### src/design/scma_pkg.sv
`timescale 1ns / 1ps

package scma_pkg;

    // Field widths fixed by the pixel and result formats
    localparam int PROB_W   = 16;
    localparam int CLASS_W  = 3;
    localparam int NCLS_W   = 4;
    localparam int SUM_W    = 36;
    localparam int NUM_PROB = 8;

    // Class count after reset
    localparam logic [NCLS_W-1:0] NCLS_RST = 4'd8;

    typedef struct packed {
        logic [CLASS_W-1:0] label;
        logic [PROB_W-1:0]  prob_0;
        logic [PROB_W-1:0]  prob_1;
        logic [PROB_W-1:0]  prob_2;
        logic [PROB_W-1:0]  prob_3;
        logic [PROB_W-1:0]  prob_4;
        logic [PROB_W-1:0]  prob_5;
        logic [PROB_W-1:0]  prob_6;
        logic [PROB_W-1:0]  prob_7;
        logic               last_pixel;
    } t_pixel;

    typedef struct packed {
        logic [CLASS_W-1:0] pred_class;
        logic [CLASS_W-1:0] true_class;
        logic [SUM_W-1:0]   score_sum;
        logic               last_entry;
    } t_result;

    // Travels with a dump read towards the merge stage
    typedef struct packed {
        logic               vld;
        logic [CLASS_W-1:0] row;
        logic [CLASS_W-1:0] col;
        logic               last;
    } t_dump_meta;

    typedef enum logic [1:0] {
        ST_IDLE,
        ST_DRAIN,
        ST_DUMP
    } t_state;

    // Probability of one predicted class out of a pixel
    function automatic logic [PROB_W-1:0] pixel_prob(input t_pixel px, input int idx);
        logic [PROB_W-1:0] v;
        case (idx)
            0: v = px.prob_0;
            1: v = px.prob_1;
            2: v = px.prob_2;
            3: v = px.prob_3;
            4: v = px.prob_4;
            5: v = px.prob_5;
            6: v = px.prob_6;
            7: v = px.prob_7;
            default: v = '0;
        endcase
        return v;
    endfunction

endpackage

### src/design/scma_lane.sv
`timescale 1ns / 1ps

// One matrix row: entries for every true class of one predicted class
module scma_lane import scma_pkg::*; #(
    parameter int DEPTH    = 8,
    parameter int IDX_W    = 3,
    parameter int ACC_BITS = 36
) (
    input  logic                i_clk,
    input  logic                i_rst_n,
    input  logic                i_acc_en,
    input  logic [IDX_W-1:0]    i_rd_addr,
    input  logic [PROB_W-1:0]   i_prob,
    input  logic                i_clear,
    output logic [ACC_BITS-1:0] o_word
);

    logic [ACC_BITS-1:0] r_mem [DEPTH];
    logic [DEPTH-1:0]    r_valid;

    logic [ACC_BITS-1:0] r_rd_data;
    logic                r_rd_vld;
    logic                r_s1_vld;
    logic [IDX_W-1:0]    r_s1_addr;
    logic [PROB_W-1:0]   r_s1_prob;
    logic                r_byp_hit;
    logic [ACC_BITS-1:0] r_byp_data;

    logic [ACC_BITS-1:0] n_old;
    logic [ACC_BITS:0]   n_sum;
    logic [ACC_BITS-1:0] n_sat;

    // Current entry value: forwarded write, stored word, or zero if never written
    always_comb begin
        if (r_byp_hit) begin
            n_old = r_byp_data;
        end else if (r_rd_vld) begin
            n_old = r_rd_data;
        end else begin
            n_old = '0;
        end
        n_sum = {1'b0, n_old} + {{(ACC_BITS + 1 - PROB_W){1'b0}}, r_s1_prob};
        n_sat = n_sum[ACC_BITS] ? {ACC_BITS{1'b1}} : n_sum[ACC_BITS-1:0];
    end

    assign o_word = n_old;

    // Storage: one read and one write port
    always_ff @(posedge i_clk) begin
        r_rd_data <= r_mem[i_rd_addr];
        if (r_s1_vld) begin
            r_mem[r_s1_addr] <= n_sat;
        end
    end

    // Entry valid bits, cleared all at once
    always_ff @(posedge i_clk) begin
        if (!i_rst_n) begin
            r_valid  <= '0;
            r_rd_vld <= 1'b0;
        end else begin
            r_rd_vld <= r_valid[i_rd_addr];
            if (i_clear) begin
                r_valid <= '0;
            end else if (r_s1_vld) begin
                r_valid[r_s1_addr] <= 1'b1;
            end
        end
    end

    // Add stage and write forwarding
    always_ff @(posedge i_clk) begin
        if (!i_rst_n) begin
            r_s1_vld  <= 1'b0;
            r_byp_hit <= 1'b0;
        end else begin
            r_s1_vld  <= i_acc_en;
            r_byp_hit <= r_s1_vld && (r_s1_addr == i_rd_addr);
        end
        r_s1_addr  <= i_rd_addr;
        r_s1_prob  <= i_prob;
        r_byp_data <= n_sat;
    end

endmodule

### src/design/scma_merge.sv
`timescale 1ns / 1ps

// Picks the row being dumped out of the lane words and registers the result
module scma_merge import scma_pkg::*; #(
    parameter int LANES    = 8,
    parameter int IDX_W    = 3,
    parameter int ACC_BITS = 36
) (
    input  logic                             i_clk,
    input  logic                             i_rst_n,
    input  logic [LANES-1:0][ACC_BITS-1:0]   i_words,
    input  t_dump_meta                       i_meta,
    output logic                             o_valid,
    output t_result                          o_result
);

    logic [ACC_BITS-1:0]       n_word;
    logic [SUM_W+ACC_BITS-1:0] n_wide;
    t_result                   r_result;
    logic                      r_valid;

    always_comb begin
        n_word = i_words[i_meta.row[IDX_W-1:0]];
        n_wide = {{SUM_W{1'b0}}, n_word};
    end

    always_ff @(posedge i_clk) begin
        if (!i_rst_n) begin
            r_valid <= 1'b0;
        end else begin
            r_valid <= i_meta.vld;
        end
        r_result.pred_class <= i_meta.row;
        r_result.true_class <= i_meta.col;
        r_result.score_sum  <= n_wide[SUM_W-1:0];
        r_result.last_entry <= i_meta.last;
    end

    assign o_valid  = r_valid;
    assign o_result = r_result;

endmodule

### src/design/soft_confusion_matrix_accumulator.sv
`timescale 1ns / 1ps
// Throughput: one pixel per cycle; busy rises only for the end-of-image dump.
// A pixel's probabilities pass through the registered add stage before the store.
// A last pixel holds busy through the drain state and the n*n dump reads; the n*n
// results strobe one per cycle, row by row, via the dump meta and merge registers.
// The receiver cannot stall. Synchronous reset empties the matrix at once
// (per-entry valid bits) and sets the class count to 8.
module soft_confusion_matrix_accumulator import scma_pkg::*; #(
    parameter int MAX_CLASSES = 8,
    parameter int ACC_BITS    = 36
) (
    input  logic              i_clk,
    input  logic              i_rst_n,
    input  logic              start,
    output logic              busy,
    input  t_pixel            i_pixel,
    input  logic              i_cfg_we,
    input  logic [NCLS_W-1:0] i_cfg_data,
    output logic              o_valid,
    output t_result           o_result
);

    localparam int IDX_W = (MAX_CLASSES > 1) ? $clog2(MAX_CLASSES) : 1;
    localparam logic [NCLS_W-1:0] NCLS_MAX = NCLS_W'(MAX_CLASSES);

    logic [NCLS_W-1:0] r_num_classes;
    t_state            r_state, n_state;
    logic [CLASS_W-1:0] r_row, n_row;
    logic [CLASS_W-1:0] r_col, n_col;
    t_dump_meta        r_meta, n_meta;
    logic              n_clear;

    logic [NCLS_W-1:0]  n_act;
    logic [CLASS_W-1:0] n_top;
    logic               w_accept;
    logic               w_label_ok;
    logic [IDX_W-1:0]   w_rd_addr;
    logic [MAX_CLASSES-1:0]               w_acc_en;
    logic [MAX_CLASSES-1:0][ACC_BITS-1:0] w_words;

    // Class count register
    always_ff @(posedge i_clk) begin
        if (!i_rst_n) begin
            r_num_classes <= NCLS_RST;
        end else if (i_cfg_we) begin
            r_num_classes <= i_cfg_data;
        end
    end

    // Active class count, clamped to 1..MAX_CLASSES
    always_comb begin
        if (r_num_classes == '0) begin
            n_act = NCLS_W'(1);
        end else if (r_num_classes > NCLS_MAX) begin
            n_act = NCLS_MAX;
        end else begin
            n_act = r_num_classes;
        end
        n_top = CLASS_W'(n_act - NCLS_W'(1));
    end

    assign busy       = (r_state != ST_IDLE);
    assign w_accept   = start && !busy;
    assign w_label_ok = ({1'b0, i_pixel.label} < n_act);
    assign w_rd_addr  = (r_state == ST_DUMP) ? r_col[IDX_W-1:0] : i_pixel.label[IDX_W-1:0];

    // One lane per predicted class
    for (genvar g = 0; g < MAX_CLASSES; g++) begin : g_lane
        assign w_acc_en[g] = w_accept && w_label_ok && (NCLS_W'(g) < n_act);

        scma_lane #(
            .DEPTH    (MAX_CLASSES),
            .IDX_W    (IDX_W),
            .ACC_BITS (ACC_BITS)
        ) u_lane (
            .i_clk     (i_clk),
            .i_rst_n   (i_rst_n),
            .i_acc_en  (w_acc_en[g]),
            .i_rd_addr (w_rd_addr),
            .i_prob    (pixel_prob(i_pixel, g)),
            .i_clear   (n_clear),
            .o_word    (w_words[g])
        );
    end

    // Dump sequencer state
    always_ff @(posedge i_clk) begin
        if (!i_rst_n) begin
            r_state    <= ST_IDLE;
            r_row      <= '0;
            r_col      <= '0;
            r_meta.vld <= 1'b0;
        end else begin
            r_state    <= n_state;
            r_row      <= n_row;
            r_col      <= n_col;
            r_meta.vld <= n_meta.vld;
        end
        r_meta.row  <= n_meta.row;
        r_meta.col  <= n_meta.col;
        r_meta.last <= n_meta.last;
    end

    // Next state: drain the add stage, then walk the n by n square row by row
    always_comb begin
        n_state     = r_state;
        n_row       = r_row;
        n_col       = r_col;
        n_clear     = 1'b0;
        n_meta.vld  = 1'b0;
        n_meta.row  = r_row;
        n_meta.col  = r_col;
        n_meta.last = (r_row == n_top) && (r_col == n_top);
        case (r_state)
            ST_IDLE: begin
                if (w_accept && i_pixel.last_pixel) begin
                    n_state = ST_DRAIN;
                end
            end
            ST_DRAIN: begin
                n_row   = '0;
                n_col   = '0;
                n_state = ST_DUMP;
            end
            ST_DUMP: begin
                n_meta.vld = 1'b1;
                if (r_col == n_top) begin
                    n_col = '0;
                    n_row = r_row + CLASS_W'(1);
                    if (r_row == n_top) begin
                        n_clear = 1'b1;
                        n_state = ST_IDLE;
                    end
                end else begin
                    n_col = r_col + CLASS_W'(1);
                end
            end
            default: begin
                n_state = ST_IDLE;
            end
        endcase
    end

    scma_merge #(
        .LANES    (MAX_CLASSES),
        .IDX_W    (IDX_W),
        .ACC_BITS (ACC_BITS)
    ) u_merge (
        .i_clk    (i_clk),
        .i_rst_n  (i_rst_n),
        .i_words  (w_words),
        .i_meta   (r_meta),
        .o_valid  (o_valid),
        .o_result (o_result)
    );

    // A last pixel always starts a dump
    a_last_busy: assert property (@(posedge i_clk) disable iff (!i_rst_n)
        (w_accept && i_pixel.last_pixel) |=> busy)
        else $error("last pixel transfer did not start a dump");

    // Every dump read becomes a result transfer in the next cycle
    a_meta_out: assert property (@(posedge i_clk) disable iff (!i_rst_n)
        r_meta.vld |=> o_valid)
        else $error("dump read lost before output");

    // The final entry sits on the diagonal
    a_last_diag: assert property (@(posedge i_clk) disable iff (!i_rst_n)
        (o_valid && o_result.last_entry) |-> (o_result.pred_class == o_result.true_class))
        else $error("final entry off the diagonal");

    // No accumulation while the store is being read out
    a_no_acc_dump: assert property (@(posedge i_clk) disable iff (!i_rst_n)
        (r_state == ST_DUMP) |-> (w_acc_en == '0))
        else $error("accumulate during dump");

endmodule
### config.mk
export PLATFORM = sky130hd
export DESIGN_NAME = soft_confusion_matrix_accumulator
export DESIGN_NICKNAME = d
export VERILOG_FILES = /design/src/design/scma_pkg.sv /design/src/design/scma_lane.sv /design/src/design/scma_merge.sv /design/src/design/soft_confusion_matrix_accumulator.sv
export SDC_FILE = /design/constraint.sdc
export NUM_CORES = 2
export LEC_CHECK = 0
export BUFFER_PORTS_ARGS = -buffer_cell sky130_fd_sc_hd__buf_2
export CAP_MARGIN = 10
export CELL_PAD_IN_SITES_DETAIL_PLACEMENT = 0
export CELL_PAD_IN_SITES_GLOBAL_PLACEMENT = 1
export CORE_UTILIZATION = 50
export DETAILED_ROUTE_END_ITERATION = 10
export PLACE_DENSITY_LB_ADDON = 0.1
export SKIP_CTS_REPAIR_TIMING = 1
export SLEW_MARGIN = 10
export SYNTH_ARGS = -nofsm -noshare
export SYNTH_HDL_FRONTEND = slang
export SYNTH_HIERARCHICAL = 1
export SYNTH_SLANG_ARGS = --single-unit
### constraint.sdc
create_clock -name i_clk -period 14.2 [get_ports i_clk]
set_input_delay 3.55 -clock i_clk [delete_from_list [all_inputs] [get_ports i_clk]]
set_output_delay 3.55 -clock i_clk [all_outputs]
set_load 0.05 [all_outputs]
# Word level (Yosys, flattened, before mapping)
# Memory sizes are Yosys's and may differ from the RTL's. A register that Yosys moved wholly into a read port is not among the register bits.
# Index checks and enable logic that the tools add are counted.
totals:
  output_inout_bits: 45
  ff_bits: 571
  elab_cells: 216
  romBits: 0
  latchBits: 0
  mem_bits_rw: 2304
  memories: 8
  input_bits: 140
op_classes:
  div_mod_pow: 0
  n_reduce_logical: 29
  multipliers: 0
  magnitude_cmp: 14
  n_bitwise: 9
  n_mux: 75
  n_eq_ne: 8
  add_sub_neg: 11
  shifts: 0
mem_list:
  columns: ["name", "words", "width", "rd", "rd_ports_with_merged_regs", "wr", "line", "text"]
  rows:
  - ["g_lane[0].u_lane.r_mem", 8, 36, 1, 1, 1, "scma_lane.sv:18", "logic [ACC_BITS-1:0] r_mem [DEPTH];"]
  - ["g_lane[1].u_lane.r_mem", 8, 36, 1, 1, 1, "scma_lane.sv:18", null]
  - ["g_lane[2].u_lane.r_mem", 8, 36, 1, 1, 1, "scma_lane.sv:18", null]
  - ["g_lane[3].u_lane.r_mem", 8, 36, 1, 1, 1, "scma_lane.sv:18", null]
  - ["g_lane[4].u_lane.r_mem", 8, 36, 1, 1, 1, "scma_lane.sv:18", null]
  - ["g_lane[5].u_lane.r_mem", 8, 36, 1, 1, 1, "scma_lane.sv:18", null]
  - ["+2 memories", null, null, null, null, null, null, null]
op_table:
  columns: ["operator", "count"]
  rows:
  - ["$mux W36", 25]
  - ["$add A36 B16 Y37", 8]
  - ["$bmux W36 S3", 1]
  - ["$or A8 B8 Y8", 8]
  - ["$mux W1", 29]
  - ["$bmux W1 S3", 8]
  - ["$logic_and A1 B1 Y1", 21]
  - ["$lt A3 B4 Y1 const A", 4]
  - ["$lt A3 B4 Y1 const B", 3]
  - ["$pmux W3 S2", 2]
  - ["$eq A3 B3 Y1", 3]
  - ["$mux W3", 3]
  - ["$lt A1 B4 Y1 const A", 2]
  - ["$lt A2 B4 Y1 const A", 2]
  - ["$mux W4", 2]
  - ["$add A3 B1 Y3 const B", 2]
  - ["$mux W2", 3]
  - ["$pmux W2 S3", 1]
  - ["$gt A4 B4 Y1 const B", 1]
  - ["$logic_not A4 Y1", 1]
  - ["$lt A3 B4 Y1", 1]
  - ["$ne A2 B1 Y1 const B", 2]
  - ["$reduce_bool A2 Y1", 2]
  - ["$demux W1 S3", 1]
  - ["other kinds (11)", 11]

# Logic depth before layout (Yosys ltp)
depth:
  ltp_word: 9
  mapped_depth: 18
  mapped_depth_nobuf: 12

# Hierarchy
# Netlist, hierarchy kept.
modules_own_cells:
  columns: ["mod", "seq_area_each_um2", "cells_each", "n_inst", "area_per_inst_um2"]
  rows:
  - ["scma_lane at g_lane[0].u_lane ...", 10690.3, 892, 3, 15182.1]
  - ["scma_lane at g_lane[5].u_lane ...", 10690.3, 883, 2, 15192.1]
  - ["scma_lane at g_lane[3].u_lane", 10690.3, 906, 1, 15209.6]
  - ["scma_lane at g_lane[4].u_lane", 10690.3, 906, 1, 15203.3]
  - ["scma_lane at g_lane[7].u_lane", 10690.3, 887, 1, 15165.8]
  - ["scma_merge", 880.8, 173, 1, 3321.9]
  - ["soft_confusion_matrix_accumulator", 400.4, 124, 1, 1242.4]

# Worst setup path before layout
# No wires, ideal clock.
synth_path:
  path_type: "input-to-reg"
  from: "input port i_pixel[129] (netlist bit)"
  to: "register g_lane[7].u_lane.r_rd_data[10] (read register of g_lane[7].u_lane.r_mem)"
  setup_ns: 0.121
  path_buffers: 2
  required_ns: 14.079
  path_slack_ns: 8.505
  arrival_ns: 5.574
  path_stages: 5
  path_cell_list: "mux2_2 > buf_2 > buf_1 > mux4_2 > mux2_2"
synth_between:
  elab_chain_len: 1
synth_lines:
  columns: ["item", "line", "text"]
  rows:
  - ["start: declaration", "soft_confusion_matrix_accumulator.sv:16", "input t_pixel i_pixel,"]
  - ["$mux W3", "soft_confusion_matrix_accumulator.sv:65", "assign w_rd_addr = (r_state == ST_DUMP) ? r_col[IDX_W-1:0] : i_pixel.label[IDX_W-1:0];"]
  - ["end: declaration", "scma_lane.sv:21", "logic [ACC_BITS-1:0] r_rd_data;"]
# Every way passes these cells.
# A chain may end at the register's enable or synchronous reset.

# Worst setup path after layout
layout_path:
  from: "input port i_pixel[130] (netlist bit)"
  to: "register g_lane[6].u_lane.r_rd_data[18] (read register of g_lane[6].u_lane.r_mem)"
layout_between:
  elab_chain_len: 1
layout_lines:
  columns: ["item", "line", "text"]
  rows:
  - ["$mux W3", "soft_confusion_matrix_accumulator.sv:65", null]
  - ["named net w_rd_addr[1]", "soft_confusion_matrix_accumulator.sv:37", "logic [IDX_W-1:0] w_rd_addr;"]
  - ["end: declaration", "scma_lane.sv:21", null]
# The timed path passes the listed nets, and every way through them passes these cells.

==> results summary <==
The die area is between 200,000 and 300,000 µm². The most repeated library cell on the critical path is sky130_fd_sc_hd__buf_4. The buffer depth of the longest clock path is 4. Summed over all failing endpoints, the final setup total negative slack is 0 ns.

STA puts the critical path data arrival time at 7.14 ns. The final-report max-slew violation count is 0. The run finished with clean final reports. Setup violations remaining at the end of the flow were counted as 0. The summed instance area of the synthesized netlist is around 130,000 µm².

The max-capacitance violation count came out at 0. The synthesized design contains between 3k and 4k register bits. The reported leakage power came out at a little under 50 nW. The total track usage came out at around a quarter. The shortest period the worst path allows came out at roughly 6.3 ns. In this run the most used layer during global routing was met2. Summed over all nets, the half-perimeter wirelength after detailed placement is 201 mm. The global-route track usage on met1 is 36.9%. The number of antenna violations at the first check in global routing is 63. Traced cell by cell, the critical path runs through buf_2 -> mux2_8 -> buf_4 -> buf_4 -> mux4_2 -> mux2_2.

The clock transition at the registers of the reported paths came out at 0.06 ns. The setup path with the least slack is of type in -> reg. The total power consumption of the routed design is roughly 22 mW. After detailed routing, the number of vias per cell comes to 6.02.

The buffer type at the clock tree root is sky130_fd_sc_hd__clkbuf_16. The final weighted congestion of routability-driven global placement came out at ~0.86. The top-level I/O count is between 150 and 200.

The final-layout worst hold slack came out at ~0.33 ns. After floorplanning, the core was sized to cover approximately 250,000 µm². The count of nets left with antenna violations once routing finished came out at 0. The met2 capacity usage during global routing is around two fifths. The overall via count from detail_route is 68.7k. The headroom to the max-slew limit is roughly 5.5%. Cells with a size suffix above 1 make up between 20% and 30% of the layout. Based on the critical path, the design can be clocked at up to around 0.16 GHz. The maximum VDD drop came out at 0.142 mV. For the pin with the worst max-slew slack, the measured transition is roughly 1.4 ns. The proportion of synthesized chip area in sequential cells is ~69%. The routed wire length came out at approximately 320 mm. The number of input and output port buffers inserted came out at 184.

The proportion of synthesized flip-flops having asynchronous set or reset came out at 0%. The overall overflow remaining after global route is 0. The filler cells instantiated in the layout total about 19k. The peak fanout along the critical path is slightly below 90.

The synthesized netlist net count is about 7.7k. The slowest stage of the critical path belongs to the cell sky130_fd_sc_hd__buf_4. Synthesis produced a netlist whose cell count is between 7k and 8k. The worst setup path is captured at a register. The routed length per placed instance came out at around 28 µm.

STA puts the critical path data required time at 15.00 ns. The largest net degree at the start of global routing is approximately 140. Clock tree synthesis found a total of 3,184 sinks. Setup repair after global routing left no endpoint under its margin. The floorplan step set the die height to 504 µm. STA classifies the critical path startpoint as a primary input. In the synthesized netlist the dominant register cell turns out to be sky130_fd_sc_hd__edfxtp_1. The worst min-delay path class is reg -> reg. The post-route fraction of the period consumed by the critical path came out at 44.6%. Across the routed clock network, the largest skew measured is between 0.05 and 0.06 ns. The power density over cell area came out at about 150 nW/µm².

The number of hold violations in the final report came out at 0. The yosys synthesis warning count came out at 6. The worst-skew pair later-pin latency came out at around 0.95 ns. The number of nets at the end of the flow came out at about 8k. The growth of design area from synthesis to finish is 12.8%. TritonCTS built the clock tree. The number of enable flip-flop cells after synthesis came out at 2,304. The mean cell area of the mapped netlist came out at about 17 µm². The deepest level of the CTS H-tree is 5. The number of distinct library cells after synthesis is ~120. The first-pass detailed-route iteration total is 8. The floorplan step set the die width to about 500 µm. The final routed DRC violation total is 0. The TritonCTS buffer count is about 340. The via count of the first global-routing pass came out at ~68k. The longest individual stage delay on the worst path came out at around 0.93 ns. The starting density of the core came out at between 50% and 60%. The number of core rows is ~180. The wire length of the first global-routing pass is between 400 and 500 mm.

The detailed router finished its first iteration with about 6.5k violations. For met3 alone, demand over resource in global routing was 3.45%.
## final timing paths
| check | start | endpoint | slack, ns | depth (start not counted) |
|---|---|---|---|---|
| setup / recovery | i_pixel[130] | g_lane[6].u_lane/r_rd_data[18] | 7.86 | 6 |
| hold / removal | r_meta[3] | u_merge/o_result[39] | 0.33 | 0 |
| setup reg to reg | g_lane[7].u_lane/r_byp_hit | g_lane[7].u_lane/r_mem[4][31] | 8.49 | 12 |
| hold reg to reg | r_meta[3] | u_merge/o_result[39] | 0.33 | 0 |
## stage by stage
stage / std cells / utilization, % / worst slack (ns) / area [µm²]
floorplan: 7438 / - / 8.50 / 126000
global placement: 10700 / 52.5 / 7.04 / 131000
detailed placement: 10700 / 52.5 / 7.00 / 131000
CTS: 11400 / 56.9 / 7.99 / 142000
global route: 11400 / 57.0 / 7.81 / 142000
finish: 11400 / 57.0 / 7.86 / 142000
## report_power, final
group          leakage, nW  internal [mW]  switching (mW)
Clock                 5.44           5.19            3.56
Sequential            28.0           10.6           0.254
Combinational         15.1          0.872            1.08
Total                 48.5           16.6            4.89
## flip-flops by register name, summed over array words and instances, names as in the netlist
signal                    count
r_num_classes                 4
g_lane.u_lane/r_rd_data     288
u_merge/o_result             43
r_state                       2
g_lane.u_lane/r_s1_addr      24
g_lane.u_lane/r_byp_hit       8
r_row                         3
u_merge/o_valid               1
r_meta                        8
g_lane.u_lane/r_s1_vld        8
r_col                         3
g_lane.u_lane/r_s1_prob     128
g_lane.u_lane/r_byp_data    288
g_lane.u_lane/r_rd_vld        8
g_lane.u_lane/r_mem        2304
g_lane.u_lane/r_valid        64
## layout by cell type, fill, tap and decap left out, types with 136 or more instances in the layout
cell	count
sky130_fd_sc_hd__a22o_1	162
sky130_fd_sc_hd__ha_1	138
sky130_fd_sc_hd__inv_1	136
sky130_fd_sc_hd__mux4_2	592
sky130_fd_sc_hd__edfxtp_1	2304
sky130_fd_sc_hd__mux2_2	329
sky130_fd_sc_hd__o21ai_0	183
sky130_fd_sc_hd__buf_2	183
sky130_fd_sc_hd__clkbuf_16	350
sky130_fd_sc_hd__nand2_1	480
sky130_fd_sc_hd__dfxtp_1	869
sky130_fd_sc_hd__nor2_1	287
sky130_fd_sc_hd__a21oi_1	203
sky130_fd_sc_hd__nand3_1	173
## critical path, delay by kind of cell
kind | cells | cell delay, ns
buffers and inverters | 3 | 1.92
muxes | 3 | 1.33
## cell type report
type / instances / area, µm² / area share, %
Sequential cell: 3184 / 86800 / 61.0
Multi-Input combinational cell: 3775 / 37600 / 26.4
Clock buffer: 462 / 9560 / 6.72
Tap cell: 3330 / 4170 / 2.93
Timing Repair Buffer: 308 / 1970 / 1.38
Clock inverter: 155 / 1520 / 1.07
Inverter: 138 / 518 / 0.364
Antenna cell: 46 / 115 / 0.0809
## Yosys cell counts (72+ instances only)
cell / count / area, µm²
sky130_fd_sc_hd__mux2_2: 332 / 3740
sky130_fd_sc_hd__buf_2: 93 / 465
sky130_fd_sc_hd__nor2_1: 335 / 1260
sky130_fd_sc_hd__ha_1: 138 / 1730
sky130_fd_sc_hd__nand2_1: 480 / 1800
sky130_fd_sc_hd__mux4_1: 72 / 1890
sky130_fd_sc_hd__o21ai_0: 185 / 926
sky130_fd_sc_hd__xnor2_1: 103 / 902
sky130_fd_sc_hd__a22o_1: 162 / 1420
sky130_fd_sc_hd__mux4_2: 592 / 13300
sky130_fd_sc_hd__dfxtp_1: 880 / 17600
sky130_fd_sc_hd__inv_1: 136 / 510
sky130_fd_sc_hd__nand3_1: 173 / 866
sky130_fd_sc_hd__clkbuf_1: 148 / 556
sky130_fd_sc_hd__edfxtp_1: 2304 / 69200
sky130_fd_sc_hd__a21oi_1: 203 / 1020
## layer usage
| metal | wire [µm] | part of all wire, % | up-vias |
|---|---|---|---|
| met2 | 150000 | 47 | 2225 |
| met3 | 21000 | 6.5 | 447 |
| met5 | 34 | 0.011 | - |
| li1 | - | - | 30000 |
| met4 | 8350 | 2.6 | 4 |
| met1 | 142000 | 44 | 36000 |
## cell families after synthesis
logic type / share of synthesized area (%)
AO/OA/AOI/OAI: 5.33
XOR/XNOR: 1.24
adder cells (fa/ha/maj): 1.50
buffers and inverters: 1.76
flip-flops: 68.9
multiplexers: 15.6
AND/OR/NAND/NOR: 5.72
Note: power is estimated with default switching activity, not from simulation.
